**src/sv/assert_macros.svh**
```systemverilog
// Assertion helpers for the RTL.
`ifndef ASSERT_MACROS_SVH
`define ASSERT_MACROS_SVH

`ifndef NO_ASSERTIONS
// property must hold at every clock outside reset
`define ASSERT_CLK(lbl, clk, rst_n, prop, msg) \
    lbl: assert property (@(posedge clk) disable iff (!rst_n) prop) else $error(msg);
// expression must never be true outside reset
`define ASSERT_NEVER(lbl, clk, rst_n, expr, msg) \
    lbl: assert property (@(posedge clk) disable iff (!rst_n) !(expr)) else $error(msg);
`else
`define ASSERT_CLK(lbl, clk, rst_n, prop, msg)
`define ASSERT_NEVER(lbl, clk, rst_n, expr, msg)
`endif

`endif

```
**src/sv/fsmc_pkg.sv**
```systemverilog
package fsmc_pkg;

    // fixed geometry
    localparam int BANK_BYTES   = 65536;
    localparam int SECTOR_BYTES = 4096;
    localparam int SECTOR_SH    = $clog2(SECTOR_BYTES);

    // widths that cover the largest supported part
    localparam int IDX_W = 17;
    localparam int LEN_W = 18;

    // request queue between front and back
    localparam int Q_DEPTH = 4;
    localparam int Q_PTR_W = $clog2(Q_DEPTH);
    localparam int Q_CNT_W = $clog2(Q_DEPTH + 1);

    // back-end operations
    localparam logic [1:0] OP_READ  = 2'd0;
    localparam logic [1:0] OP_ID    = 2'd1;
    localparam logic [1:0] OP_PROG  = 2'd2;
    localparam logic [1:0] OP_ERASE = 2'd3;

    // command bus addresses and bytes
    localparam logic [15:0] ADDR_UNLOCK1 = 16'h5555;
    localparam logic [15:0] ADDR_UNLOCK2 = 16'h2AAA;
    localparam logic [7:0]  CMD_UNLOCK1      = 8'hAA;
    localparam logic [7:0]  CMD_UNLOCK2      = 8'h55;
    localparam logic [7:0]  CMD_ID_ENTER     = 8'h90;
    localparam logic [7:0]  CMD_ID_EXIT      = 8'hF0;
    localparam logic [7:0]  CMD_ERASE_ARM    = 8'h80;
    localparam logic [7:0]  CMD_CHIP_ERASE   = 8'h10;
    localparam logic [7:0]  CMD_SECTOR_ERASE = 8'h30;
    localparam logic [7:0]  CMD_PROGRAM      = 8'hA0;
    localparam logic [7:0]  CMD_BANK         = 8'hB0;

    // identification bytes
    localparam logic [7:0] ID0_SMALL = 8'h32;
    localparam logic [7:0] ID1_SMALL = 8'h1B;
    localparam logic [7:0] ID0_LARGE = 8'h62;
    localparam logic [7:0] ID1_LARGE = 8'h13;

    localparam logic [7:0] ERASED_BYTE = 8'hFF;

    typedef struct packed {
        logic [1:0]       op;
        logic [IDX_W-1:0] idx;
        logic [7:0]       data;
        logic [LEN_W-1:0] len;
    } t_op;

    typedef struct packed {
        logic init_busy;
    } t_back_status;

endpackage

```
**src/sv/fsmc_queue.sv**
```systemverilog
module fsmc_queue (
    input  logic          i_clk,
    input  logic          i_rst_n,
    input  logic          i_push,
    input  fsmc_pkg::t_op i_op,
    output logic          o_full,
    output logic          o_valid,
    output fsmc_pkg::t_op o_op,
    input  logic          i_pop
);

    localparam int PW = fsmc_pkg::Q_PTR_W;
    localparam int CW = fsmc_pkg::Q_CNT_W;

    fsmc_pkg::t_op r_slot [fsmc_pkg::Q_DEPTH];
    logic [PW-1:0] r_wr_ptr, r_rd_ptr;
    logic [CW-1:0] r_count;

    assign o_full  = (r_count == CW'(fsmc_pkg::Q_DEPTH));
    assign o_valid = (r_count != '0);
    assign o_op    = r_slot[r_rd_ptr];

    // storage
    always_ff @(posedge i_clk) begin
        if (i_push) r_slot[r_wr_ptr] <= i_op;
    end

    // pointers and fill level
    always_ff @(posedge i_clk) begin
        if (!i_rst_n) begin
            r_wr_ptr <= '0;
            r_rd_ptr <= '0;
            r_count  <= '0;
        end else begin
            if (i_push) r_wr_ptr <= r_wr_ptr + PW'(1);
            if (i_pop)  r_rd_ptr <= r_rd_ptr + PW'(1);
            if (i_push && !i_pop) begin
                r_count <= r_count + CW'(1);
            end else if (!i_push && i_pop) begin
                r_count <= r_count - CW'(1);
            end
        end
    end

endmodule

```
**config.mk**
```make
export PLATFORM = sky130hd
export DESIGN_NAME = fsmc_queue
export DESIGN_NICKNAME = d
export VERILOG_FILES = /design/src/sv/assert_macros.svh /design/src/sv/fsmc_pkg.sv /design/src/sv/fsmc_queue.sv
export SDC_FILE = /design/constraint.sdc
export NUM_CORES = 1
export LEC_CHECK = 0
export BUFFER_PORTS_ARGS = -buffer_cell sky130_fd_sc_hd__buf_2
export CAP_MARGIN = 20
export CORE_ASPECT_RATIO = 1.1
export CORE_UTILIZATION = 57
export DETAILED_ROUTE_END_ITERATION = 8
export PLACE_DENSITY = 0.81
export SETUP_SLACK_MARGIN = 0.5
export SYNTH_ARGS = -nofsm -noshare
export SYNTH_HDL_FRONTEND = slang
export SYNTH_SLANG_ARGS = --single-unit
```
**constraint.sdc**
```tcl
create_clock -name i_clk -period 2.2 [get_ports i_clk]
set_input_delay 0.22 -clock i_clk [delete_from_list [all_inputs] [get_ports i_clk]]
set_output_delay 0.22 -clock i_clk [all_outputs]
set_load 0.02 [all_outputs]
```
==> run metrics, run 1 <==
status=complete, no violations; final setup violation count=0; RSZ-0062 raised after global routing=yes; Area contributors post-synth=edfxtp_1, mux4_2, dfxtp_1, mux4_1, buf_12; CTS max path bufs=2; Final Hold Fails=0; combinational power share=13.9%; final net count=462; number of synthesized flops with an enable pin=180; #FFs+latches synth=189; Synth top area share=77.21%; Synth Cell Area=7000 um2; via count=3249; Synth cell types=21; largest net degree at the start of global routing=33; vias in the first global route=3323; Die H=118.2 um; Net Switching=0.001878 W; clk root buf=clkbuf_16; crit path DAT=1.77 ns; Worst setup SP type=flop; count leader, synth=edfxtp_1; Max Fanout on Critical Path=6; clk_skew=0.01015 ns; share of flip-flops with an asynchronous set or reset=0%; GR Overflow Total=0; count of final max-slew check failures=0; P per Cell Area=937.0 nW/um2; Overall Global Routing Usage=20.34%; Worst Path Required=1.98 ns; Area growth syn-to-layout=24.06%; Clock power frac=34.7%; YS warnings=0; share of power burned in registers=51.4%; n_diodes=0; DR iter-0 viols=157; CTS Sinks=189; Non-Filler Instances=573; period utilisation layout=90.41%; Initial Util=58.43%; switching share of power=23.08%; Post-synth top cells=edfxtp_1, mux4_2, and2_1, dfxtp_1; Inst Count DP=532; WS Path Type=reg -> out; actual transition at the worst max-transition pin=0.2920 ns; Slew HR=80.54%; Final Util=72.48%; routability congestion estimate=0.6842; detailed placement HPWL=7558 um; final setup TNS=0 ns; DR pass1 iterations=4; io pins=96; number of CTS-inserted buffers=17; min cycle time layout=1.989 ns; internal power=0.006259 W; Clock transition at path regs=0.07 ns; DR vias/cell=5.670; Max-Cap Viols=0; share of layout cells above drive strength 1=47.73%; WL final=12340 um; Die Wd=107.7 um; sequential-to-total area share from yosys stat=79.79%; CTS tree=built; nature of the critical path endpoint=primary output; Max IR drop VDD=489.6 uV; synthesized net count=333; Synth Flop Type=edfxtp_1; FP Rows=42; core box area=11980 um2; HP Class=in -> reg; Routed WL per cell=21.54 um; Port Buf Inserts=95; DIE AREA=12730 um2; Mean Syn Cell Area=25.18 um2; first-pass GRT wire length=18270 um; fmax=502.8 MHz; Skew-Pair Late Insertion Delay=0.41 ns; Mapped Cells=278; leak pwr=3.008 nW; H-tree Lvls=4; initial antenna violation count=2; Routed Antenna Nets=0; DRC Markers=0; post-synth top area cell=edfxtp_1
==> final timing paths <==
check                           from                       to  slack, ns  cells past startpoint
max                             flop                 o_op[14]       0.21                      4
max reg2reg  r_count[0]$_SDFFE_PN0P_  r_count[2]$_SDFFE_PN0P_       0.64                      4
min                         i_op[33]  r_slot[0][33]$_DFFE_PP_       0.02                      1
min reg2reg  r_count[2]$_SDFFE_PN0P_  r_count[2]$_SDFFE_PN0P_       0.52                      2
==> placed cells by master, fill, tap and decap left out, types with 3 or more instances in the layout <==
cell type   netlist  routed
edfxtp_1        180     180
buf_2             4      55
mux4_2           40      45
buf_6             1      41
clkbuf_16         0      20
buf_4             0      13
buf_12            4       7
dfxtp_1           9       7
and2_1            9       5
ha_1              5       5
inv_1             4       4
and2_4            0       4
xor2_1            3       3
clkinvlp_4        0       3
clkinv_2          0       3
==> state kept, by name, indices dropped and copies added (netlist names), named ones only <==
| name | flops |
|---|---|
| r_count | 3 |
| r_rd_ptr | 2 |
| r_slot | 180 |
| r_wr_ptr | 2 |
==> through the flow <==
step / setup WS (ns) / hold slack, ns / power [W] / instance area [um2]
6_report: 0.2110 / 0.01966 / 0.008138 / 8685
3_5_place_dp: 0.3336 / 0.4378 / 0.005162 / 7725
2_1_floorplan: 0.6521 / 0.3189 / 0.004844 / 7005
3_3_place_gp: 0.3872 / 0.4301 / 0.005123 / 7725
4_1_cts: 0.2001 / 0.001748 / 0.008009 / 8372
5_1_grt: 0.1365 / 0.001894 / 0.008426 / 8685
==> metal layers <==
metal	vias up	part of all wire, %	routed length, um	GRT usage [%]
li1	1427	-	-	-
met1	1711	42	5161	27.07
met2	97	53	6507	32.57
met3	10	4.1	501	4.744
met4	4	1.2	145	8.390
met5	-	0.20	25	0
==> timing repair <==
action	CTS	global route
setup buffers	7	0
endpoints found under the setup margin	52	96
hold buffers	0	0
cloned	0	3
resized for setup	11	87
==> power groups by stage <==
stage / clock [W] / combinational (W) / sequential (W)
4_1_cts: 0.00287 / 0.000957 / 0.00418
6_report: 0.00282 / 0.00113 / 0.00418
3_3_place_gp: 0 / 0.000856 / 0.00427
5_1_grt: 0.00302 / 0.00121 / 0.00419
3_5_place_dp: 0 / 0.000879 / 0.00428
2_1_floorplan: 0 / 0.000606 / 0.00424
==> kinds of logic (layout without fill, tap and decap cells) <==
group                    Yosys count  after routing  share of synthesized area (%)
AO/OA/AOI/OAI                      2              2                         0.1787
XOR/XNOR                           5              5                         0.6257
adder cells (fa/ha/maj)            6              6                          1.180
buffers and inverters             14            155                          1.877
flip-flops                       189            189                          79.79
multiplexers                      47             47                          15.03
AND/OR/NAND/NOR                   15             15                          1.322
==> worst max-delay path: stages, from the launching register on <==
cell and delay (ns):
dfxtp_4 0.38, buf_6 0.14, buf_12 0.14, mux4_2 0.53
buf_6 0.16
==> final cells by class <==
type	instances	area, um2
Tap cell	154	192.7
Timing Repair Buffer	120	1065
Fill cell	703	3297
Inverter	4	15.01
Clock inverter	13	117.6
Clock buffer	18	429.2
Sequential cell	189	5590
Multi-Input combinational cell	75	1275
Note: power is estimated with default switching activity, not from simulation.
==> run 2, diff against run 1 <==
BUFFER_PORTS_ARGS = unset   (was -buffer_cell sky130_fd_sc_hd__buf_2)
CORE_UTILIZATION = 62   (was 57)
DONT_BUFFER_PORTS = 1   (was unset)
PLACE_DENSITY = 0.8   (was 0.81)
REMOVE_ABC_BUFFERS = 1   (was unset)
SETUP_SLACK_MARGIN = unset   (was 0.5)
==> run 2 against run 1 <==
  * Combinational power is 27% lower
  * Sequential cell count unchanged
  * Register-to-register slack better by 0.02 ns
  * Clock power up 3%
  * Die area down 7.9%
  * Clock skew is 0.0011 ns lower
  * Clock-buffer cell count is 1 lower
  * Non-clock buffer count down 59
  * Critical path depth down 2
  * Cell count shrank 11%
  * Largest cell class unchanged
  * Largest power group unchanged
==> run metrics, run 2 (synthesis gave the netlist of run 1 again) <==
status=complete, no violations; core box area=10960 um2 (-8.5%); DIE AREA=11720 um2 (-7.9%); leak pwr=2.698 nW (-10%); CTS max path bufs=2 (unchanged); Inst Count DP=425 (-20%); via count=2979 (-8.3%); HP Class=in -> reg; # resized after CTS=0 (-11); Final Util=75.72% (+3.2 points); worst hold margin=0.04776 ns (+0.02809 ns); max reg flops=180 (unchanged); Area growth syn-to-layout=18.55%; final net count=403 (-13%); P per Cell Area=954.2 nW/um2 (+1.8%); Final Hold Fails=0 (unchanged); largest registers=r_slot: 180 flops, r_count: 3 flops; FP Rows=40 (-4.8%); Port Buf Inserts=0 (-100%); WL final=11660 um (-5.5%); first-pass GRT wire length=17680 um (-3.2%); crit path DAT=1.74 ns (-0.03 ns); Max-Cap Viols=0 (unchanged); RSZ-0062 raised after global routing=no; Worst Path Required=1.98 ns (about the same); H-tree Lvls=4 (unchanged); DRC Markers=0 (unchanged); Crit Reg-Reg Endpoint=r_count[2]$_SDFFE_PN0P_; slack of the worst reg-to-reg path=0.66 ns (+0.02 ns); n_diodes=0 (unchanged); Max IR drop VDD=626.3 uV (+28%); initial antenna violation count=0 (-2); GR Overflow Total=0 (unchanged); count of final max-slew check failures=0 (unchanged); CTS tree=built; WS Path Type=reg -> out; clk_skew=0.009080 ns (-0.001069 ns); Overall Global Routing Usage=21.88% (+1.5 points); period utilisation layout=89.26% (-1.1 points); detailed placement HPWL=6452 um (-15%); Die H=113.4 um (-4.0%); share of layout cells above drive strength 1=25.21% (-23 points); Clock transition at path regs=0.06 ns (about the same); min cycle time layout=1.964 ns (-0.02516 ns); nature of the critical path endpoint=primary output; Skew-Pair Late Insertion Delay=0.41 ns (about the same); fmax=509.2 MHz (+1.3%); DR iter-0 viols=163 (+3.8%); DR pass1 iterations=5 (+1); Slew HR=52.59% (-28 points); final setup violation count=0 (unchanged); Largest Register=r_slot; number of CTS-inserted buffers=17 (unchanged); clk root buf=clkbuf_16; largest net degree at the start of global routing=46 (+39%); most frequent cells in the layout=edfxtp_1, dlygate4sd3_1, mux4_2, clkbuf_16, buf_4; hold path cells=2 (+1); vias in the first global route=3132 (-5.7%); R2R depth=4 (unchanged); Hold Startpoint=i_push; actual transition at the worst max-transition pin=0.7096 ns (+0.4176 ns); Design Area, Final=8299 um2 (-4.4%); routability congestion estimate=0.6993 (+2.2%); Initial Util=63.87% (+5.4 points); final setup TNS=0 ns (unchanged); Worst setup SP type=flop; worst reg2reg startpoint=r_count[0]$_SDFFE_PN0P_; Routed Antenna Nets=0 (unchanged); Die Wd=103.3 um (-4.0%); DR vias/cell=5.864 (+3.4%); commonest non-fill, non-tap cell in the layout=edfxtp_1; Routed WL per cell=22.95 um (+6.6%); CTS Sinks=189 (unchanged); io pins=96 (unchanged); Post-DP Area=7216 um2 (-6.6%); Non-Filler Instances=508 (-11%); hold endpoint=r_wr_ptr[0]$_SDFFE_PN0P_; Max Fanout on Critical Path=12 (+6)
run 2: cell count changes in the layout (fill, tap and decap cells not counted), sizes merged:
cell         delta
clkbuf          -4
inv             -1
clkinvlp        -2
buf           -102
clkinv          +4
dlygate4sd3    +46
bufinv          +1
run 2: worst max path at each step:
| stage | start | to | slack [ns] |
|---|---|---|---|
| 2_1_floorplan | flop | o_op[31] | -0.74 |
| 3_3_place_gp | flop | o_op[31] | 0.53 |
| 3_5_place_dp | flop | o_op[44] | 0.50 |
| 4_1_cts | flop | o_op[44] | 0.06 |
| 5_1_grt | flop | o_op[44] | 0.17 |
| 6_report | flop | o_op[44] | 0.24 |
run 2: metal layers:
metal	vias up	part of all wire (%)	global-route usage [%]
met3	16	5.4	7.169
met1	1560	40	28.35
met2	89	53	35.42
li1	1314	-	-
met5	-	0	0
met4	0	1.7	7.136
run 2: final cells by class:
cell class	instances	area (um2)
clock buffer	17	425.4
clock inverter	15	147.6
fill	591	2661
inverter	4	15.01
multi-input combinational	75	1289
sequential	189	5590
tap	147	183.9
timing repair buffer	61	648.1
run 2: timing repair:
item                                    in CTS  in global routing
hold buffers                                46                  0
endpoints found under the setup margin       0                  1
endpoints found under the hold margin      189                  0
buffers inserted                             0                  5
run 2: worst max-delay path, stage by stage, from the launching register on:
cell and delay [ns]:
dfxtp_4 0.45, buf_12 0.18, mux4_1 0.70
run 2: power breakdown:
part	internal (W)	total (W)	leakage (nW)	switching, W
registers	0.00413	0.00419	1.73	0.0000624
clock network	0.00167	0.00291	0.282	0.00124
logic	0.000339	0.000821	0.687	0.000482
run 2: stage by stage:
| stage | total power, W | setup WS (ns) |
|---|---|---|
| after floorplan | 0.004809 | -0.7437 |
| after global placement | 0.004946 | 0.5302 |
| after detailed placement | 0.004975 | 0.4977 |
| after CTS | 0.007949 | 0.05606 |
| after global routing | 0.008169 | 0.1687 |
| final | 0.007919 | 0.2362 |
==> run 3, diff against run 2 <==
CORE_MARGIN = 4   (was unset)
==> run 3 against run 2 <==
  * Clock-buffer cell count increased by 4
  * Cell count decreased by 0.59%
  * Highest routed layer unchanged
  * Register-to-register slack lost 0.05 ns
  * Power shrank 2.1%
  * Final area fell by 1.1%
==> run metrics, run 3 (synthesis gave the netlist of run 1 again) <==
Routed Antenna Nets=0 (unchanged); Buf+Inv Stages, Crit Path=1 (unchanged); DR pass1 iterations=4 (-1); leak pwr=2.648 nW (-1.8%); count of final max-slew check failures=0 (unchanged); delay-heaviest family, CP=multiplexers; DRC Markers=0 (unchanged); initial antenna violation count=0 (unchanged); final setup violation count=0 (unchanged); first-pass GRT wire length=18380 um (+3.9%); n_diodes=0 (unchanged); worst reg2reg startpoint=r_wr_ptr[1]$_SDFFE_PN0P_; CTS tree=built; Area growth syn-to-layout=17.28%; Post-DP Area=7206 um2 (-0.14%); DR iter-0 viols=172 (+5.5%); WL final=11920 um (+2.2%); core box area=10960 um2 (unchanged); commonest non-fill, non-tap cell in the layout=edfxtp_1; fmax=490.5 MHz (-3.7%); Largest Register=r_slot; nature of the critical path endpoint=primary output; Skew-Pair Late Insertion Delay=0.41 ns (about the same); max reg flops=180 (unchanged); FP Rows=40 (unchanged); io pins=96 (unchanged); Final Hold Fails=0 (unchanged); Fillers=590 (-0.17%); Die H=119.4 um (+5.3%); Crit Reg-Reg Endpoint=r_slot[1][33]$_DFFE_PP_; crit path DAT=1.82 ns (+0.08 ns); Reg area=5590 um2 (unchanged); cts hold-fix bufs=47 (+2.2%); status=complete, no violations; peak per-stage delay on the critical path=0.73 ns (+0.03 ns); worst-path cell chain=buf_4 -> mux4_1; number of CTS-inserted buffers=17 (unchanged); Slew HR=56.32% (+3.7 points); CTS max path bufs=2 (unchanged); clk_skew=0.01093 ns (+0.001855 ns); Setup Buffers After CTS=0 (unchanged); actual transition at the worst max-transition pin=0.6538 ns (-0.05585 ns); most frequent cells in the layout=edfxtp_1, dlygate4sd3_1, mux4_2, clkbuf_16, buf_4; hold path cells=2 (unchanged); DR vias/cell=5.923 (+1.0%); Die Wd=109.3 um (+5.8%); Max-Cap Viols=0 (unchanged); largest net degree at the start of global routing=33 (-28%); vias in the first global route=3257 (+4.0%); DIE AREA=13060 um2 (+11%); CTS Sinks=189 (unchanged); final net count=401 (-0.50%); GR Overflow Total=0 (unchanged); detailed placement HPWL=7139 um (+11%); CP max-delay cell=mux4_1; HP Class=in -> reg; Max Fanout on Critical Path=16 (+4); R2R depth=4 (unchanged); routability congestion estimate=0.6854 (-2.0%); share of layout cells above drive strength 1=23.74% (-1.5 points); Worst setup SP type=flop; final setup TNS=0 ns (unchanged); slack of the worst reg-to-reg path=0.61 ns (-0.05 ns); # resized after CTS=0 (unchanged); worst hold margin=0.04403 ns (-0.003724 ns); Routed WL per cell=23.61 um (+2.9%); period utilisation layout=92.66% (+3.4 points); clk root buf=clkbuf_16; Worst Path Required=1.98 ns (about the same); Setup WS post-layout=0.1614 ns (-0.07477 ns); Overall Global Routing Usage=19.71% (-2.2 points); min cycle time layout=2.039 ns (+0.07477 ns); H-tree Lvls=4 (unchanged); Design Area, Final=8210 um2 (-1.1%); Max IR drop VDD=526.9 uV (-16%); RSZ-0062 raised after global routing=no; hold endpoint=r_wr_ptr[0]$_SDFFE_PN0P_; Port Buf Inserts=0 (unchanged); worst setup slack after placement=0.5663 ns (+0.06852 ns); Hold Startpoint=i_push; Clock transition at path regs=0.06 ns (about the same); P per Cell Area=943.9 nW/um2 (-1.1%); Multi-input gate area=1289 um2 (unchanged); largest registers=r_slot: 180 flops, r_count: 3 flops; WS Path Type=reg -> out; via count=2991 (+0.40%); Initial Util=63.87% (unchanged)
-- run 3: cell count changes in the layout (fill, tap and decap cells not counted), sizes merged --
cell / previous run / this run
clkinvlp: 1 / 3
inv: 6 / 5
clkinv: 10 / 5
clkbuf: 17 / 21
dlygate4sd3: 46 / 47
buf: 15 / 12
bufinv: 2 / 1
-- run 3: how the worst max path moves through the flow --
stage	endpoint	startpoint	slack, ns	depth (start not counted)
global placement	o_op[40]	flop	0.57	2
global route	o_op[40]	flop	0.08	2
detailed placement	o_op[40]	flop	0.57	2
finish	o_op[40]	flop	0.16	2
floorplan	o_op[31]	flop	-0.74	1
CTS	o_op[40]	flop	0.12	2
-- run 3: where the power goes --
part / switching (W) / leakage [nW] / internal [W] / total [W]
Clock: 0.00121 / 0.253 / 0.00155 / 0.00276
Sequential: 0.0000534 / 1.73 / 0.00413 / 0.00418
Combinational: 0.000485 / 0.666 / 0.000318 / 0.000804
-- run 3: per-layer routing --
layer | vias to the layer above | track usage, % | part of all wire, %
met1 | 1584 | 25.79 | 39
li1 | 1311 | - | -
met3 | 13 | 5.420 | 4.9
met4 | 0 | 6.469 | 1.7
met5 | - | 0 | 0
met2 | 83 | 32.33 | 54
-- run 3: layout make-up --
class	count	share of cell area [%]
clock buffers	21	5.364
clock inverters	10	1.143
inverters	4	0.1829
multi-input cells	75	15.70
flip-flops and latches	189	68.09
well taps	147	2.240
repair buffers	59	7.284
-- run 3: through the flow --
step           utilization [%]  total power [W]  cells
2_1_floorplan                -         0.004809    268
3_3_place_gp             65.74         0.004949    427
3_5_place_dp             65.74         0.004979    427
4_1_cts                  74.91         0.007812    505
5_1_grt                  74.91         0.008045    505
6_report                 74.91         0.007750    505
