<file path="config.mk">
export PLATFORM = sky130hd
export DESIGN_NAME = fsmc_front
export DESIGN_NICKNAME = d
export VERILOG_FILES = /design/src/sv/assert_macros.svh /design/src/sv/fsmc_pkg.sv /design/src/sv/fsmc_front.sv
export SDC_FILE = /design/constraint.sdc
export NUM_CORES = 1
export LEC_CHECK = 0
export ABC_AREA = 0
export BUFFER_PORTS_ARGS = -buffer_cell sky130_fd_sc_hd__buf_2
export CAP_MARGIN = 20
export CORE_MARGIN = 5
export CORE_UTILIZATION = 45
export DETAILED_ROUTE_END_ITERATION = 10
export PLACE_DENSITY = 0.83
export SYNTH_ARGS = -nofsm -noshare
export SYNTH_HDL_FRONTEND = slang
export SYNTH_SLANG_ARGS = --single-unit
</file>
<file path="constraint.sdc">
create_clock -name i_clk -period 3 [get_ports i_clk]
set_clock_uncertainty 0.05 [all_clocks]
set_input_delay 0.45 -clock i_clk [delete_from_list [all_inputs] [get_ports i_clk]]
set_output_delay 0.45 -clock i_clk [all_outputs]
set_load 0.005 [all_outputs]
</file>
<file path="src/sv/assert_macros.svh">
// Assertion helpers for the RTL.
`ifndef ASSERT_MACROS_SVH
`define ASSERT_MACROS_SVH

`ifndef NO_ASSERTIONS
// property must hold at every clock outside reset
`define ASSERT_CLK(lbl, clk, rst_n, prop, msg) \
    lbl: assert property (@(posedge clk) disable iff (!rst_n) prop) else $error(msg);
// expression must never be true outside reset
`define ASSERT_NEVER(lbl, clk, rst_n, expr, msg) \
    lbl: assert property (@(posedge clk) disable iff (!rst_n) !(expr)) else $error(msg);
`else
`define ASSERT_CLK(lbl, clk, rst_n, prop, msg)
`define ASSERT_NEVER(lbl, clk, rst_n, expr, msg)
`endif

`endif

</file>
<file path="src/sv/fsmc_pkg.sv">
package fsmc_pkg;

    // fixed geometry
    localparam int BANK_BYTES   = 65536;
    localparam int SECTOR_BYTES = 4096;
    localparam int SECTOR_SH    = $clog2(SECTOR_BYTES);

    // widths that cover the largest supported part
    localparam int IDX_W = 17;
    localparam int LEN_W = 18;

    // request queue between front and back
    localparam int Q_DEPTH = 4;
    localparam int Q_PTR_W = $clog2(Q_DEPTH);
    localparam int Q_CNT_W = $clog2(Q_DEPTH + 1);

    // back-end operations
    localparam logic [1:0] OP_READ  = 2'd0;
    localparam logic [1:0] OP_ID    = 2'd1;
    localparam logic [1:0] OP_PROG  = 2'd2;
    localparam logic [1:0] OP_ERASE = 2'd3;

    // command bus addresses and bytes
    localparam logic [15:0] ADDR_UNLOCK1 = 16'h5555;
    localparam logic [15:0] ADDR_UNLOCK2 = 16'h2AAA;
    localparam logic [7:0]  CMD_UNLOCK1      = 8'hAA;
    localparam logic [7:0]  CMD_UNLOCK2      = 8'h55;
    localparam logic [7:0]  CMD_ID_ENTER     = 8'h90;
    localparam logic [7:0]  CMD_ID_EXIT      = 8'hF0;
    localparam logic [7:0]  CMD_ERASE_ARM    = 8'h80;
    localparam logic [7:0]  CMD_CHIP_ERASE   = 8'h10;
    localparam logic [7:0]  CMD_SECTOR_ERASE = 8'h30;
    localparam logic [7:0]  CMD_PROGRAM      = 8'hA0;
    localparam logic [7:0]  CMD_BANK         = 8'hB0;

    // identification bytes
    localparam logic [7:0] ID0_SMALL = 8'h32;
    localparam logic [7:0] ID1_SMALL = 8'h1B;
    localparam logic [7:0] ID0_LARGE = 8'h62;
    localparam logic [7:0] ID1_LARGE = 8'h13;

    localparam logic [7:0] ERASED_BYTE = 8'hFF;

    typedef struct packed {
        logic [1:0]       op;
        logic [IDX_W-1:0] idx;
        logic [7:0]       data;
        logic [LEN_W-1:0] len;
    } t_op;

    typedef struct packed {
        logic init_busy;
    } t_back_status;

endpackage

</file>
<file path="src/sv/fsmc_front.sv">
module fsmc_front #(
    parameter int MEM_BYTES = 131072
) (
    input  logic                    i_clk,
    input  logic                    i_rst_n,
    input  logic                    i_cfg_valid,
    output logic                    o_cfg_ready,
    input  logic [0:0]              i_cfg_data,
    input  logic                    i_valid,
    output logic                    o_ready,
    input  logic                    i_kind,
    input  logic [15:0]             i_address,
    input  logic [7:0]              i_wdata,
    input  fsmc_pkg::t_back_status  i_status,
    input  logic                    i_q_full,
    output logic                    o_push,
    output fsmc_pkg::t_op           o_op
);

    localparam logic [2:0] PH_READY   = 3'd0;
    localparam logic [2:0] PH_UNLOCK1 = 3'd1;
    localparam logic [2:0] PH_UNLOCK2 = 3'd2;
    localparam logic [2:0] PH_PROGRAM = 3'd3;
    localparam logic [2:0] PH_BANK    = 3'd4;

    localparam int LW = fsmc_pkg::LEN_W;
    localparam int IW = fsmc_pkg::IDX_W;
    localparam logic [LW-1:0] MEM_SIZE  = LW'(MEM_BYTES);
    localparam logic [LW-1:0] LEN_SMALL = LW'(fsmc_pkg::BANK_BYTES);
    localparam logic [LW-1:0] LEN_LARGE = LW'((2 * fsmc_pkg::BANK_BYTES > MEM_BYTES) ?
                                              MEM_BYTES : 2 * fsmc_pkg::BANK_BYTES);
    localparam logic [LW-1:0] LEN_SECTOR = LW'(fsmc_pkg::SECTOR_BYTES);

    logic [2:0] r_phase, n_phase;
    logic       r_armed, n_armed;
    logic       r_id, n_id;
    logic       r_bank, n_bank;
    logic       r_large;
    logic       accept;
    logic       eff_bank;
    logic       c2;
    logic [15:0] sector_base;

    // bank offset plus address, wrapped at the array size
    function automatic logic [IW-1:0] f_cell(input logic bank, input logic [15:0] base);
        logic [LW-1:0] sum;
        sum = {1'b0, bank, base};
        if (sum >= MEM_SIZE) begin
            sum = sum - MEM_SIZE;
        end
        return sum[IW-1:0];
    endfunction

    assign o_cfg_ready = 1'b1;
    assign o_ready     = !i_status.init_busy && !i_q_full;
    assign accept      = i_valid && o_ready;
    assign eff_bank    = r_bank && r_large;
    assign c2          = (r_phase == PH_UNLOCK2);
    assign sector_base = (i_address >> fsmc_pkg::SECTOR_SH) << fsmc_pkg::SECTOR_SH;

    // command decode
    always_comb begin
        n_phase = r_phase;
        n_armed = r_armed;
        n_id    = r_id;
        n_bank  = r_bank;
        o_push  = 1'b0;
        o_op.op   = fsmc_pkg::OP_READ;
        o_op.idx  = f_cell(eff_bank, i_address);
        o_op.data = i_wdata;
        o_op.len  = '0;
        if (accept) begin
            if (!i_kind) begin
                o_push = 1'b1;
                if (r_id && i_address == 16'd0) begin
                    o_op.op   = fsmc_pkg::OP_ID;
                    o_op.data = r_large ? fsmc_pkg::ID0_LARGE : fsmc_pkg::ID0_SMALL;
                end else if (r_id && i_address == 16'd1) begin
                    o_op.op   = fsmc_pkg::OP_ID;
                    o_op.data = r_large ? fsmc_pkg::ID1_LARGE : fsmc_pkg::ID1_SMALL;
                end
            end else if (r_phase == PH_PROGRAM) begin
                o_push  = 1'b1;
                o_op.op = fsmc_pkg::OP_PROG;
                n_phase = PH_READY;
            end else if (r_armed && i_wdata == fsmc_pkg::CMD_SECTOR_ERASE) begin
                o_push   = 1'b1;
                o_op.op  = fsmc_pkg::OP_ERASE;
                o_op.idx = f_cell(eff_bank, sector_base);
                o_op.len = LEN_SECTOR;
                n_armed  = 1'b0;
                n_phase  = PH_READY;
            end else if (r_phase == PH_BANK && i_address == 16'd0) begin
                n_bank  = (i_wdata != 8'd0);
                n_phase = PH_READY;
            end else if (i_address == fsmc_pkg::ADDR_UNLOCK1) begin
                unique case (i_wdata)
                    fsmc_pkg::CMD_UNLOCK1: begin
                        if (r_phase == PH_READY) n_phase = PH_UNLOCK1;
                    end
                    fsmc_pkg::CMD_ID_ENTER: begin
                        if (c2) begin
                            n_id    = 1'b1;
                            n_phase = PH_READY;
                        end
                    end
                    fsmc_pkg::CMD_ID_EXIT: begin
                        if (c2) begin
                            n_id    = 1'b0;
                            n_phase = PH_READY;
                        end
                    end
                    fsmc_pkg::CMD_ERASE_ARM: begin
                        if (c2) begin
                            n_armed = 1'b1;
                            n_phase = PH_READY;
                        end
                    end
                    fsmc_pkg::CMD_CHIP_ERASE: begin
                        if (c2 && r_armed) begin
                            o_push   = 1'b1;
                            o_op.op  = fsmc_pkg::OP_ERASE;
                            o_op.idx = '0;
                            o_op.len = r_large ? LEN_LARGE : LEN_SMALL;
                            n_armed  = 1'b0;
                            n_phase  = PH_READY;
                        end
                    end
                    fsmc_pkg::CMD_SECTOR_ERASE: begin
                        if (c2 && r_armed) n_phase = PH_READY;
                    end
                    fsmc_pkg::CMD_PROGRAM: begin
                        if (c2) n_phase = PH_PROGRAM;
                    end
                    fsmc_pkg::CMD_BANK: begin
                        if (c2 && r_large) n_phase = PH_BANK;
                    end
                    default: begin
                        n_phase = PH_READY;
                    end
                endcase
            end else if (i_address == fsmc_pkg::ADDR_UNLOCK2) begin
                if (i_wdata == fsmc_pkg::CMD_UNLOCK2 && r_phase == PH_UNLOCK1) begin
                    n_phase = PH_UNLOCK2;
                end
            end
        end
    end

    // command state and device size register
    always_ff @(posedge i_clk) begin
        if (!i_rst_n) begin
            r_phase <= PH_READY;
            r_armed <= 1'b0;
            r_id    <= 1'b0;
            r_bank  <= 1'b0;
            r_large <= 1'b0;
        end else begin
            r_phase <= n_phase;
            r_armed <= n_armed;
            r_id    <= n_id;
            r_bank  <= n_bank;
            if (i_cfg_valid) r_large <= i_cfg_data[0];
        end
    end

endmodule

</file>
==> results of run 1 <==
-- placed cells by master, fill, tap and decap left out, types with 3 or more instances in the layout --
master    synthesis  final
a21oi_1           3      3
nor4_1            7      7
conb_1            2     16
nor2b_1          16     16
dfxtp_1           7      7
nand4_1           4      4
nor2_1           10     10
nor3_1            6      6
buf_2             2     63
nand3_1           3      3
and3_1            5      5
clkbuf_4          0      3
nand2_1          11     11
o21ai_0           4      4
inv_1             4      4
nand3b_1          5      5
-- registers in the layout, indices dropped and copies added, names as in the netlist --
register	cells
r_id	1
r_large	1
r_phase	3
r_bank	1
r_armed	1
-- kinds of logic after synthesis --
family / count (synthesis) / synth area share, %
AOI/OAI and AO/OA: 25 / 15.6
muxes: 4 / 3.66
DFF: 7 / 12.1
other: 2 / 0.646
and+or+nand+nor: 90 / 52.6
buffers and inverters: 27 / 15.4
-- worst register-to-register path: stages, from the launching register on --
cell and delay, ns:
dfxtp_1 0.45, nand3b_1 0.24, nand2_1 0.23, nor4_1 0.38
mux2_2 0.38, o21a_1 0.18
-- final cells by class --
| cell class | count | area, sq um | share of cell area (%) |
|---|---|---|---|
| flip-flops and latches | 7 | 140 | 9.56 |
| repair buffers | 66 | 350 | 23.9 |
| inverters | 4 | 15.0 | 1.02 |
| clock buffers | 4 | 26.3 | 1.79 |
| multi-input cells | 135 | 896 | 61.1 |
| well taps | 30 | 37.5 | 2.56 |
-- worst paths after layout --
check	from	to	depth (start not counted)
worst max-delay path	i_address[3]	o_op[43]	9
worst min-delay path	i_cfg_data	r_large$_SDFFE_PN0P_	3
worst max register to register	r_phase[2]$_SDFFE_PN0P_	r_id$_SDFFE_PN0P_	5
worst min register to register	r_bank$_SDFFE_PN0P_	r_bank$_SDFFE_PN0P_	1
-- power by group through the flow --
| stage | combinational, mW | sequential [mW] | clock (mW) |
|---|---|---|---|
| after floorplan | 0.0578 | 0.0967 | 0 |
| after global placement | 0.0940 | 0.0974 | 0 |
| after detailed placement | 0.0954 | 0.0973 | 0 |
| after CTS | 0.0957 | 0.0955 | 0.0836 |
| after global routing | 0.106 | 0.0957 | 0.0886 |
| final | 0.0955 | 0.0956 | 0.0785 |
-- layer usage --
metal	part of all wire, %	track usage [%]
met5	0	0
met4	1.3	4.95
met3	14	3.83
met2	48	31.6
met1	37	18.5
-- metrics by stage --
stage                     setup slack (ns)  cells  utilization (%)  area [sq um]
after CTS                            0.211    246             59.1          1470
after global routing                0.0466    246             59.1          1470
after floorplan                      0.719    169                -          1210
after detailed placement             0.210    242             58.1          1440
after global placement               0.230    242             58.1          1440
final                                0.222    246             59.1          1470
==> flow_metrics.env, run 1 <==
export IMPL_dp_hpwl_um=2800
export IMPL_syn_avg_cell_area_sq_um=7.50
export IMPL_syn_cell_area_sq_mm=0.00116
export IMPL_synthFlopType="dfxtp_1"
export IMPL_ctsHoldBuffers=0
export IMPL_finalHoldViolations=0
export IMPL_worstPathArrival_ns=2.28
export IMPL_via_per_inst=5.34
export IMPL_worst_path_largest_cell_delay_ns=0.36
export IMPL_clk_latency_ns=0.24
export IMPL_synth_edff_count=0
export IMPL_total_power_uw=270
export IMPL_cts_tree="yes"
export IMPL_p_sw_uw=81.7
export IMPL_hold_path_class="in -> reg"
export IMPL_cap_violations=0
export IMPL_core_area_sq_mm=0.00248
export IMPL_p_leak_nw=0.709
export IMPL_setup_violations=0
export IMPL_crit_chain="buf_2 -> nor4_4 -> nand4_4 -> nor4b_4 -> nand3_2 -> a21oi_2 -> buf_4 -> or2_1 -> buf_2"
export IMPL_die_area_sq_mm=0.00370
export IMPL_critical_path_max_fanout=7
export IMPL_rrSetupSlack_ns=1.00
export IMPL_timing_fmax_ghz=0.360
export IMPL_cts_sinks=7
export IMPL_synth_cell_types=50
export IMPL_netlist_top_cell_by_area="dfxtp_1"
export IMPL_grt_max_degree=13
export IMPL_drt_wl_total_um=3250
export IMPL_ys_seq_area_share_pct=12.1
export IMPL_synth_seq_cells=7
export IMPL_boundaryPins=80
export IMPL_pwr_share_comb_pct=35.4
export IMPL_grt_overflow=0
export IMPL_hold_slack_ns=0.419
export IMPL_critPathLaunchType="primary input"
export IMPL_num_rows=18
export IMPL_drtPass1Iterations=4
export IMPL_n_antenna_cell=0
export IMPL_p_clk_share_pct=29.1
export IMPL_synth_area_leaders="dfxtp_1 12%, buf_4 10%, nor2b_1 8.6%"
export IMPL_grt_util_all_layers_pct=16.8
export IMPL_drc=0
export IMPL_cts_made_buffers=3
export IMPL_antenna_found_initial=0
export IMPL_ys_warnings_count=0
export IMPL_die_width_um=60.8
export IMPL_path_clk_slew_ns=0.05
export IMPL_path_class="in -> out"
export IMPL_grt_first_pass_wirelength_um=4830
export IMPL_routedWlPerCell_um=13.2
export IMPL_seq_power_share_pct=35.5
export IMPL_place_gp_congestion=0.952
export IMPL_synth_async_sr_flop_share_pct=0
export IMPL_first_iter_violations=65
export IMPL_peakVddDrop_mv=0.201
export IMPL_critPathBufInv=3
export IMPL_synth_top_cell_area_share_pct=12.1
export IMPL_h_tree_depth=1
export IMPL_tns_ns=0
export IMPL_worst_path_max_delay_cell="nor4_4"
export IMPL_ant_nets=0
export IMPL_crit_top_cell="buf_2"
export IMPL_final_max_slew_viol_count=0
export IMPL_postCtsResizedCells=0
export IMPL_layout_drive_gt1_share_pct=37.5
export IMPL_netlist_instances=155
export IMPL_initial_core_util_pct=46.9
export IMPL_ctsRootBufferMaster="clkbuf_4"
export IMPL_fin_nets=249
export IMPL_vias=1313
export IMPL_cpLargestDelayFamily="simple AND/OR/NAND/NOR gates"
export IMPL_nFillCells=250
export IMPL_area_delta_synth_final_pct=26.0
export IMPL_rsz0062_at_grt="no"
export IMPL_grt_pass1_vias=1123
export IMPL_post_cts_setup_buffers=0
export IMPL_portBuffers=63
export IMPL_cp_required_ns=2.50
export IMPL_die_y_um=60.8
export IMPL_swShare_pct=30.3
export IMPL_p_per_area_mw_per_mm2=184
export IMPL_fin_crit_sh_pct=92.6
export IMPL_p_int_uw=188
export IMPL_cts_max_path_buffers=2
export IMPL_yosys_top_cells_count="16 x buf_4, 16 x nor2b_1, 11 x nand2_1"
export IMPL_end_kind="output port"
export IMPL_status="finished, final reports clean"
export IMPL_post_route_min_period_ns=2.78
Power figures use the tool's default switching activity.
==> run 2: changes to the inputs <==
--- a/config.mk
+++ b/config.mk
@@ -12,6 +12,7 @@
 export CORE_UTILIZATION = 45
 export DETAILED_ROUTE_END_ITERATION = 10
 export PLACE_DENSITY = 0.83
+export REMOVE_ABC_BUFFERS = 1
 export SYNTH_ARGS = -nofsm -noshare
 export SYNTH_HDL_FRONTEND = slang
 export SYNTH_SLANG_ARGS = --single-unit
==> constraint.sdc (replaced) <==
create_clock -name i_clk -period 3.47 [get_ports i_clk]
set_clock_uncertainty 0.05 [all_clocks]
set_input_delay 0.5205 -clock i_clk [delete_from_list [all_inputs] [get_ports i_clk]]
set_output_delay 0.5205 -clock i_clk [all_outputs]
set_load 0.005 [all_outputs]
==> run 2 against run 1 <==
Effect of this change: die area did not move; clock-buffer cell count did not move; highest routed layer is now met3; hold slack improved by 0.031 ns; power fell by 13%; setup slack improved by 0.19 ns; critical path depth fell by 1; combinational power fell by 14%.
==> flow_metrics.env, run 2 (synthesis gave the netlist of run 1 again) <==
export IMPL_die_area_sq_mm=0.00370
export IMPL_tns_ns=0
export IMPL_boundaryPins=80
export IMPL_ctsHoldBuffers=0
export IMPL_first_iter_violations=46
export IMPL_status="finished, final reports clean"
export IMPL_setup_slack_ns=0.412
export IMPL_cap_violations=0
export IMPL_finalHoldViolations=0
export IMPL_seqCellArea_sq_um=140
export IMPL_place_ws_ns=0.410
export IMPL_nFillCells=261
export IMPL_cts_max_path_buffers=2
export IMPL_core_area_sq_mm=0.00248
export IMPL_p_leak_nw=0.695
export IMPL_place_inst=240
export IMPL_antenna_found_initial=0
export IMPL_setup_violations=0
export IMPL_end_kind="output port"
export IMPL_ctsRootBufferMaster="clkbuf_4"
export IMPL_drc=0
export IMPL_crit_chain="buf_2 -> nor3_1 -> nand2_1 -> nor4b_4 -> nand3_2 -> a21oi_2 -> and2b_1 -> buf_2"
export IMPL_hold_path_startpoint="r_bank$_SDFFE_PN0P_"
export IMPL_post_cts_setup_buffers=0
export IMPL_initial_core_util_pct=46.9
export IMPL_grt_util_all_layers_pct=18.0
export IMPL_rsz0062_at_grt="no"
export IMPL_path_class="in -> out"
export IMPL_mostFrequentLayoutCell="buf_2"
export IMPL_worstMarginPinSlew_ns=0.533
export IMPL_maxSlewHeadroom_pct=64.0
export IMPL_place_gp_congestion=0.902
export IMPL_fin_nets=247
export IMPL_cts_made_buffers=3
export IMPL_drt_wl_total_um=3310
export IMPL_fin_cells=244
export IMPL_vias=1356
export IMPL_n_antenna_cell=0
export IMPL_h_tree_depth=1
export IMPL_routedWlPerCell_um=13.5
export IMPL_die_y_um=60.8
export IMPL_final_cell_mix="63 x buf_2, 16 x nor2b_1, 16 x conb_1"
export IMPL_timing_fmax_ghz=0.327
export IMPL_cp_required_ns=2.90
export IMPL_grt_first_pass_wirelength_um=5130
export IMPL_portBuffers=63
export IMPL_critPathLaunchType="primary input"
export IMPL_hold_path_class="reg -> reg"
export IMPL_worst_path_max_delay_cell="a21oi_2"
export IMPL_cts_sinks=7
export IMPL_critical_path_max_fanout=13
export IMPL_peakVddDrop_mv=0.197
export IMPL_hold_path_end="r_bank$_SDFFE_PN0P_"
export IMPL_ant_nets=0
export IMPL_post_route_min_period_ns=3.06
export IMPL_worst_path_largest_cell_delay_ns=0.44
export IMPL_multi_input_area_sq_um=896
export IMPL_r2r_start="r_phase[1]$_SDFFE_PN0P_"
export IMPL_postCtsResizedCells=0
export IMPL_drtPass1Iterations=4
export IMPL_area_delta_synth_final_pct=23.7
export IMPL_path_clk_slew_ns=0.05
export IMPL_worstPathArrival_ns=2.49
export IMPL_hold_depth=1
export IMPL_die_width_um=60.8
export IMPL_rrSetupSlack_ns=1.41
export IMPL_rr_worst_depth=6
export IMPL_crit_top_cell="buf_2"
export IMPL_final_max_slew_viol_count=0
export IMPL_regMostFlops="r_phase"
export IMPL_r2r_end="r_phase[2]$_SDFFE_PN0P_"
export IMPL_via_per_inst=5.56
export IMPL_num_rows=18
export IMPL_fin_crit_sh_pct=88.1
export IMPL_cts_tree="yes"
export IMPL_largest_register_ff_count=3
export IMPL_postLayoutCoreUtil_pct=58.0
export IMPL_grt_pass1_vias=1178
export IMPL_grt_overflow=0
export IMPL_clk_latency_ns=0.25
export IMPL_dp_hpwl_um=2790
export IMPL_p_per_area_mw_per_mm2=164
export IMPL_layout_drive_gt1_share_pct=36.9
export IMPL_grt_max_degree=14
-- run 2: cell types whose count changed in the layout (fill, tap and decap cells not counted) --
cell / before / now
buf_12: 1 / 0
buf_4: 2 / 1
-- run 2: report_power, final --
| group | internal (mW) | total [mW] | leakage (nW) | switching [mW] |
|---|---|---|---|---|
| registers | 0.0813 | 0.0826 | 0.0566 | 0.00130 |
| clock network | 0.0437 | 0.0716 | 0.0150 | 0.0279 |
| logic | 0.0371 | 0.0817 | 0.624 | 0.0446 |
| total | 0.162 | 0.236 | 0.695 | 0.0738 |
-- run 2: metrics by stage --
| step | cell area, sq um | power (mW) | hold slack (ns) |
|---|---|---|---|
| 6_report | 1440 | 0.236 | 0.450 |
| 5_1_grt | 1440 | 0.254 | 0.495 |
| 4_1_cts | 1440 | 0.238 | 0.454 |
| 3_5_place_dp | 1410 | 0.165 | 0.441 |
| 3_3_place_gp | 1410 | 0.165 | 0.436 |
| 2_1_floorplan | 1050 | 0.114 | 0.422 |
-- run 2: final cells by class --
type | count | share of cell area (%)
Sequential cell | 7 | 9.75
Multi-Input combinational cell | 135 | 62.3
Tap cell | 30 | 2.61
Clock buffer | 4 | 1.83
Timing Repair Buffer | 64 | 22.5
Inverter | 4 | 1.04
-- run 2: worst max path at each step --
stage,from,slack [ns],end
after global placement,i_wdata[1],0.50,o_op[26]
after global routing,i_wdata[1],0.15,o_op[26]
after CTS,i_wdata[1],0.40,o_op[26]
after detailed placement,i_wdata[1],0.41,o_op[26]
final,i_wdata[1],0.41,o_op[26]
after floorplan,i_address[3],0.81,o_op[18]
-- run 2: metal layers --
metal | share of wire (%) | global-route usage (%)
met4 | 0 | 3.72
met2 | 47 | 32.1
met1 | 40 | 22.7
met3 | 13 | 3.19
met5 | 0 | 0
-- run 2: worst max-delay path, delay by kind of cell --
kind | cells | cell delay, ns
simple gates | 5 | 1.29
compound gates | 1 | 0.44
buf+inv | 2 | 0.24
==> run 3: changes to the inputs <==
--- a/config.mk
+++ b/config.mk
@@ -8,6 +8,7 @@
 export ABC_AREA = 0
 export BUFFER_PORTS_ARGS = -buffer_cell sky130_fd_sc_hd__buf_2
 export CAP_MARGIN = 20
+export CORE_ASPECT_RATIO = 1.2
 export CORE_MARGIN = 5
 export CORE_UTILIZATION = 45
 export DETAILED_ROUTE_END_ITERATION = 10
==> run 3 against run 2 <==
Effect of this change: largest cell class unchanged; clock-buffer cell count did not move; die area rose by 0.11%; setup slack improved by 0.036 ns.
==> flow_metrics.env, run 3 (synthesis gave the netlist of run 1 again) <==
export IMPL_status="finished, final reports clean"
export IMPL_r2r_start="r_phase[1]$_SDFFE_PN0P_"
export IMPL_worst_path_max_delay_cell="a21oi_2"
export IMPL_n_antenna_cell=0
export IMPL_boundaryPins=80
export IMPL_postLayoutCoreUtil_pct=57.6
export IMPL_tns_ns=0
export IMPL_finalHoldViolations=0
export IMPL_ant_nets=0
export IMPL_r2r_end="r_phase[2]$_SDFFE_PN0P_"
export IMPL_met2_length_um=1700
export IMPL_hold_depth=1
export IMPL_place_inst=243
export IMPL_wl_met3_um=244
export IMPL_hold_path_end="r_bank$_SDFFE_PN0P_"
export IMPL_worst_path_largest_cell_delay_ns=0.44
export IMPL_rsz0062_at_grt="no"
export IMPL_dr_max_layer_used="met4"
export IMPL_rrSetupSlack_ns=1.45
export IMPL_cts_tree="yes"
export IMPL_path_class="in -> out"
export IMPL_cts_max_path_buffers=2
export IMPL_die_width_um=56.4
export IMPL_hold_path_class="reg -> reg"
export IMPL_post_route_min_period_ns=3.02
export IMPL_path_clk_slew_ns=0.05
export IMPL_vias=1299
export IMPL_p_leak_nw=0.695
export IMPL_final_max_slew_viol_count=0
export IMPL_first_iter_violations=33
export IMPL_drt_wl_total_um=3330
export IMPL_worstPathArrival_ns=2.45
export IMPL_p_per_area_mw_per_mm2=162
export IMPL_grt_pass1_vias=1184
export IMPL_p_int_uw=162
export IMPL_cp_required_ns=2.90
export IMPL_setup_violations=0
export IMPL_routedWlPerCell_um=13.5
export IMPL_via_per_inst=5.26
export IMPL_place_gp_congestion=0.965
export IMPL_fin_crit_sh_pct=87.1
export IMPL_cts_made_buffers=3
export IMPL_hold_slack_ns=0.452
export IMPL_critical_path_max_fanout=13
export IMPL_die_y_um=65.7
export IMPL_p_sw_uw=71.5
export IMPL_core_area_sq_mm=0.00250
export IMPL_h_tree_depth=1
export IMPL_drc=0
export IMPL_timing_fmax_ghz=0.331
export IMPL_ctsRootBufferMaster="clkbuf_4"
export IMPL_crit_top_cell="buf_2"
export IMPL_total_power_uw=233
export IMPL_critPathLaunchType="primary input"
export IMPL_final_cell_mix="63 x buf_2, 16 x nor2b_1, 16 x conb_1"
export IMPL_seq_power_share_pct=35.5
export IMPL_p_clk_share_pct=29.6
export IMPL_die_area_sq_mm=0.00370
export IMPL_peakVddDrop_mv=0.231
export IMPL_postCtsResizedCells=0
export IMPL_grt_util_all_layers_pct=16.8
export IMPL_dp_hpwl_um=2800
export IMPL_grt_max_degree=14
export IMPL_swShare_pct=30.6
export IMPL_cts_sinks=7
export IMPL_drtPass1Iterations=4
export IMPL_largest_register_ff_count=3
export IMPL_mostFrequentLayoutCell="buf_2"
export IMPL_area_delta_synth_final_pct=24.0
export IMPL_regMostFlops="r_phase"
export IMPL_fin_cells=247
export IMPL_pwr_share_comb_pct=34.9
export IMPL_antenna_found_initial=0
export IMPL_wl_met1_um=1360
export IMPL_hold_path_startpoint="r_bank$_SDFFE_PN0P_"
export IMPL_portBuffers=63
export IMPL_post_cts_setup_buffers=0
export IMPL_grt_first_pass_wirelength_um=5110
export IMPL_end_kind="output port"
export IMPL_crit_chain="buf_2 -> nor3_1 -> nand2_1 -> nor4b_4 -> nand3_2 -> a21oi_2 -> and2b_1 -> buf_2"
export IMPL_initial_core_util_pct=46.5
export IMPL_rr_worst_depth=6
export IMPL_cap_violations=0
export IMPL_grt_overflow=0
export IMPL_layout_drive_gt1_share_pct=36.9
export IMPL_num_rows=20
export IMPL_fin_nets=247
export IMPL_ctsHoldBuffers=0
export IMPL_clk_latency_ns=0.24
run 3: cell counts in the layout (fill, tap and decap cells not counted):
No cell type changed its count.
run 3: worst max path at each step:
stage / start / to / cells past startpoint
floorplan: i_address[3] / o_op[18] / 4
global placement: i_wdata[1] / o_op[28] / 8
detailed placement: i_wdata[1] / o_op[26] / 8
CTS: i_wdata[1] / o_op[26] / 8
global route: i_wdata[1] / o_op[26] / 8
finish: i_wdata[1] / o_op[26] / 8
run 3: layout make-up:
cell class / count / area [sq um]
Fill cell: 256 / 1060
Multi-Input combinational cell: 135 / 896
Timing Repair Buffer: 64 / 323
Sequential cell: 7 / 140
Tap cell: 33 / 41.3
Clock buffer: 4 / 26.3
Inverter: 4 / 15.0
run 3: metal layers:
metal,vias to the layer above,GRT usage (%)
li1,655,-
met1,597,17.5
met2,45,32.6
met3,2,4.32
met4,0,4.75
met5,-,0
run 3: critical path: cells and delay by family:
kind | cells | cell delay (ns)
AND/OR/NAND/NOR | 5 | 1.26
buffers and inverters | 2 | 0.24
AO/OA/AOI/OAI | 1 | 0.44
run 3: power by group through the flow:
stage	logic, mW	clock network, mW	registers (mW)
floorplan	0.0307	0	0.0836
global placement	0.0812	0	0.0844
detailed placement	0.0814	0	0.0843
CTS	0.0817	0.0722	0.0827
global route	0.0902	0.0810	0.0829
finish	0.0814	0.0692	0.0828
run 3: through the flow:
stage                     setup WS (ns)  area, sq um
after floorplan                   0.808         1050
after global placement            0.502         1420
after detailed placement          0.441         1420
after CTS                         0.433         1440
after global routing              0.217         1440
final                             0.448         1440
